[config.mk]
export PLATFORM = sky130hd
export DESIGN_NAME = cia_divider
export DESIGN_NICKNAME = d
export VERILOG_FILES = /design/src/rtl/checked_int32_alu_macros.svh /design/src/rtl/cia_pkg.sv /design/src/rtl/cia_divider.sv
export SDC_FILE = /design/constraint.sdc
export NUM_CORES = 2
export LEC_CHECK = 0
export BUFFER_PORTS_ARGS = -buffer_cell sky130_fd_sc_hd__buf_2
export CAP_MARGIN = 30
export CORE_MARGIN = 5
export CORE_UTILIZATION = 44
export DETAILED_ROUTE_END_ITERATION = 6
export GPL_TIMING_DRIVEN = 1
export SKIP_LAST_GASP = 1
export SLEW_MARGIN = 10
export SYNTH_ARGS = -nofsm -noshare
export SYNTH_HDL_FRONTEND = slang
export SYNTH_SLANG_ARGS = --single-unit
[constraint.sdc]
create_clock -name clk_i -period 4.6 [get_ports clk_i]
set_input_delay 0.23 -clock clk_i [delete_from_list [all_inputs] [get_ports clk_i]]
set_output_delay 0.23 -clock clk_i [all_outputs]
set_load 0.02 [all_outputs]
[src/rtl/checked_int32_alu_macros.svh]
// ---------------------------------------------------------------------------
// checked_int32_alu_macros: assertion helpers
// Shorthand for clocked assertions with asynchronous reset disable.
// ---------------------------------------------------------------------------
`ifndef CHECKED_INT32_ALU_MACROS_SVH
`define CHECKED_INT32_ALU_MACROS_SVH

// antecedent implies consequent in the same cycle
`define CIA_ASSERT_IMP(label, ante, cons, msg) \
  label: assert property (@(posedge clk_i) disable iff (!rst_ni) (ante) |-> (cons)) \
    else $error(msg);

// antecedent implies consequent in the next cycle
`define CIA_ASSERT_NEXT(label, ante, cons, msg) \
  label: assert property (@(posedge clk_i) disable iff (!rst_ni) (ante) |=> (cons)) \
    else $error(msg);

`endif

[src/rtl/cia_pkg.sv]
// ---------------------------------------------------------------------------
// cia_pkg: shared types and codes
// Operation and status codes for the checked integer ALU.
// ---------------------------------------------------------------------------
package cia_pkg;

  localparam int unsigned OpWidth     = 4;
  localparam int unsigned StatusWidth = 2;

  typedef enum logic [OpWidth-1:0] {
    OP_ADD = 4'd0,
    OP_SUB = 4'd1,
    OP_MUL = 4'd2,
    OP_DIV = 4'd3,
    OP_REM = 4'd4,
    OP_NEG = 4'd5,
    OP_LT  = 4'd6,
    OP_GT  = 4'd7,
    OP_NE  = 4'd8,
    OP_EQ  = 4'd9
  } op_e;

  typedef enum logic [StatusWidth-1:0] {
    ST_OK   = 2'd0,
    ST_OVF  = 2'd1,
    ST_DIVZ = 2'd2
  } status_e;

endpackage

[src/rtl/cia_divider.sv]
// ---------------------------------------------------------------------------
// cia_divider: pipelined restoring divider
// Unsigned magnitude division, one quotient bit per stage, with stall.
// ---------------------------------------------------------------------------
module cia_divider
  import cia_pkg::*;
#(
  parameter int unsigned W = 32,
  parameter int unsigned TagW = 1
) (
  input  logic            clk_i,
  input  logic            rst_ni,
  input  logic            en_i,
  input  logic            valid_i,
  input  logic [W-1:0]    num_i,
  input  logic [W-1:0]    den_i,
  input  logic [TagW-1:0] tag_i,
  output logic            valid_o,
  output logic [W-1:0]    quo_o,
  output logic [W-1:0]    rem_o,
  output logic [TagW-1:0] tag_o
);

  logic            vld_q [W];
  logic [W-1:0]    num_q [W];
  logic [W-1:0]    den_q [W];
  logic [W-1:0]    rem_q [W];
  logic [TagW-1:0] tag_q [W];

  for (genvar s = 0; s < W; s++) begin : g_stage
    logic            in_v;
    logic [W-1:0]    in_num;
    logic [W-1:0]    in_den;
    logic [W-1:0]    in_rem;
    logic [TagW-1:0] in_tag;
    logic [W:0]      trial;
    logic [W:0]      diff;
    logic [W-1:0]    rem_d;
    logic [W-1:0]    num_d;

    if (s == 0) begin : g_head
      assign in_v   = valid_i;
      assign in_num = num_i;
      assign in_den = den_i;
      assign in_rem = '0;
      assign in_tag = tag_i;
    end else begin : g_body
      assign in_v   = vld_q[s-1];
      assign in_num = num_q[s-1];
      assign in_den = den_q[s-1];
      assign in_rem = rem_q[s-1];
      assign in_tag = tag_q[s-1];
    end

    always_comb begin
      trial = {in_rem, in_num[W-1]};
      diff  = trial - {1'b0, in_den};
      if (!diff[W]) begin
        rem_d = diff[W-1:0];
        num_d = {in_num[W-2:0], 1'b1};
      end else begin
        rem_d = trial[W-1:0];
        num_d = {in_num[W-2:0], 1'b0};
      end
    end
    always_ff @(posedge clk_i or negedge rst_ni) begin
      if (!rst_ni) begin
        vld_q[s] <= 1'b0;
      end else if (en_i) begin
        vld_q[s] <= in_v;
      end
    end
    always_ff @(posedge clk_i) begin
      if (en_i) begin
        num_q[s] <= num_d;
        rem_q[s] <= rem_d;
        den_q[s] <= in_den;
        tag_q[s] <= in_tag;
      end
    end
  end

  assign valid_o = vld_q[W-1];
  assign quo_o   = num_q[W-1];
  assign rem_o   = rem_q[W-1];
  assign tag_o   = tag_q[W-1];

endmodule

==> metrics.txt <==
outcome=complete, no violations; Cells after Synth=around 12000; routability cong.=between 0.8 and 0.9; Worst-Skew Late Latency=930 ps; Worst Setup End Kind=register; IO Count=between 100 and 150; cell area after synthesis=about 160000 um^2; drt initial violations=roughly 6300; power density cells=between 700 and 800 nW/um^2; synth warn=0; CTS max path bufs=4; top cells by area, synth=edfxtp_1 (59%), ha_1 (8.0%), mux2_2 (4.9%); CTS tree=done; vias in the first global route=roughly 96000; antenna violations before repair=8; Die ar.=about 370000 um^2; crit path max fanout=33; Power Total=133 mW; CP delay by family, top=compound AO/OA/AOI/OAI gates; WP depth=15; Final Max Slew Viols=0; Async SR Flop Fraction=a little over 1%; post-synth top area cell=edfxtp_1; slowest CP cell=edfxtp_1; chip width=between 600 and 700 um; Commonest cells post-synth=edfxtp_1 (3072), inv_1 (1208), ha_1 (994); Reg2Reg Depth=15; leakage power=just over 70 nW; Final Hold Slack=80.3 ps; Critical R2R Launch=num_q[13][63]; RSZ-0062 raised after global routing=no; Switch Pwr=46.8 mW; final hold violations=0; final-stage net count=around 14000; min-delay worst type=in2reg; Crit Path Category=reg2reg; H-tree depth=5; row count=between 200 and 250; Syn-to-layout area delta=13.8%; crit-path max cell delay=~400 ps; CTS buffer count=approximately 350; Synth Flop Type=edfxtp_1; CP Capture Point=rem_q[28][11]; Area after DPL=around 160000 um^2; Final min period=~4400 ps; Synth cell types=97; crit path launch=num_q[13][63]; TNS Setup=0 ps; worst-path cell chain=inv_1 > ha_1 > fa_1 > nor2b_1 > o31ai_1 > a21oi_1 > a21o_1 > and4_1 > o21ai_1 > a31oi_1 > a211o_1 > a21oi_2 > xor2_4 > buf_12 > mux2_1; Flop pwr share=about a third; maxcap violations=0; worst path required time=5240 ps; Synth top area share=around three fifths; # DRC=0; final worst path period share=a little over nine tenths; switch share=35.0%; post-route cell area=roughly 180000 um^2; Post-synth EDFFs=roughly 3100; R2R Path End=rem_q[28][11]; R2R setup slack=230 ps; sequential share of the synthesized area=between 50% and 60%; Initial DRT Pass Iterations=6; most common cell in the synthesized netlist=edfxtp_1; Root Buffer=clkbuf_16; GRT Util Overall=~18%; drt via density=5.37; max_slew headroom=between 30 and 40%; Final ANT Viol Nets=0; total grt overflow=0; CTS clk-pin slew, worst paths=60 ps; Routed WL per cell=between 15 and 20 um; port buffer count=134; initial core utilization=44.2%; largest net degree at the start of global routing=about 160; postcts setup bufs=0; final setup fails=0; Int Power=86.7 mW; Via Count=95300; share of layout cells above drive strength 1=a little over an eighth; Core Box Area=between 300000 and 400000 um^2; fmax=~230 MHz; Yosys reg bits=3104; Comb pwr share=~44%; WP buf/inv=2; Peak supply drop=roughly 0.44 mV; Die Y=just over 600 um; DP HPWL=between 200 and 250 mm; syn avg cell area=about 13 um^2; Slew @ Worst Pin=1020 ps; Crit path arrival time=approximately 5000 ps; total wire length=roughly 340 mm; CP startpoint kind=register; Clock power frac=21.2%; clk_skew=34.3 ps; clock tree sinks=a little over 3000; global-route wire length before repair=~530 mm
state kept, by name, indices dropped and copies added (netlist names):
signal / cells
valid_o: 1
den_q: 992
g_stage.in_v: 31
num_q: 1024
rem_q: 1024
tag_q: 32
worst reg2reg max path, stage by stage, from the launching register on:
cell and delay (ps):
edfxtp_1 400, inv_1 100, ha_1 190, fa_1 240, nor2b_1 70, o31ai_1 390
a21oi_1 190, a21o_1 330, and4_1 270, o21ai_1 240, a31oi_1 230, a211o_1 330
a21oi_2 240, xor2_4 180, buf_12 250, mux2_1 440
cell type report:
class / instances / area [um^2]
fill: 29900 / 175000
sequential: 3104 / 93000
multi-input combinational: 7562 / 58200
clock buffer: 428 / 9240
tap: 4730 / 5920
inverter: 1209 / 4540
timing repair buffer: 476 / 4330
clock inverter: 221 / 2510
antenna: 2 / 5.00
routing by layer:
metal	track usage, %	vias to the layer above	wire length, um
met1	22.7	46400	144000
met5	0	-	13
met2	31.5	2027	167000
met3	2.46	695	12900
li1	-	46100	-
met4	5.68	2	11100
power by group through the flow:
stage	clock network (mW)	registers [mW]	logic, mW
after floorplan	0	44.0	45.0
after global placement	0	46.7	57.2
final	28.3	45.9	59.3
after global routing	30.5	46.5	65.4
after detailed placement	0	46.5	58.6
after CTS	29.3	46.1	59.2
through the flow:
step                setup WS (ps)  std cells  util, %
floorplan                     797      12100        -
global placement             85.5      16900     46.6
detailed placement            143      16900     46.6
CTS                           104      17700     50.3
global route                 19.6      17700     50.3
finish                        230      17700     50.3
what timing repair did:
action                     in CTS  in global routing
hold buffers                  133                  0
hold endpoints to repair      166                  0
resized for setup               0                  3
setup endpoints to repair       0                 29
cell families after synthesis:
logic type | Yosys count | synth area share, %
xor+xnor | 832 | 4.68
buf+inv | 1418 | 3.50
compound gates | 2777 | 11.5
flops | 3104 | 59.6
mux | 837 | 6.04
simple gates | 2076 | 6.39
other cells | 1 | 0.00240
fa+ha+maj | 1025 | 8.36
worst min path at each step:
stage,from,end,slack [ps],cells after the start
after floorplan,rst_ni,g_stage[10].in_v,-70,0
after global placement,rst_ni,g_stage[29].in_v,290,1
after detailed placement,rst_ni,g_stage[29].in_v,320,1
after CTS,num_i[18],num_q[0][19],7,2
after global routing,num_i[18],num_q[0][19],50,2
final,num_i[18],num_q[0][19],80,2
cells in the final DEF, fill, tap and decap left out, types with 63 or more instances in the layout:
| master | synthesis | layout |
|---|---|---|
| edfxtp_1 | 3072 | 3072 |
| inv_1 | 1208 | 1208 |
| ha_1 | 994 | 994 |
| a21oi_1 | 818 | 818 |
| mux2_2 | 680 | 680 |
| nand2_1 | 567 | 567 |
| nor2_1 | 550 | 550 |
| o21ai_0 | 550 | 550 |
| xnor2_1 | 532 | 522 |
| a21o_1 | 417 | 417 |
| clkbuf_16 | 0 | 359 |
| xor2_1 | 297 | 282 |
| nand3_1 | 173 | 173 |
| o21a_1 | 173 | 173 |
| nor2b_1 | 158 | 158 |
| nand2b_1 | 149 | 149 |
| buf_4 | 11 | 149 |
| buf_2 | 58 | 134 |
| dlygate4sd3_1 | 0 | 132 |
| nor3_1 | 113 | 113 |
| a31oi_1 | 92 | 91 |
| and3_1 | 86 | 86 |
| o21bai_1 | 78 | 78 |
| clkinv_2 | 0 | 78 |
| nand4_1 | 72 | 72 |
| clkbuf_1 | 129 | 69 |
| mux2i_1 | 68 | 68 |
| a211oi_1 | 64 | 63 |
| mux2_1 | 63 | 63 |
Note: power is estimated with default switching activity, not from simulation.
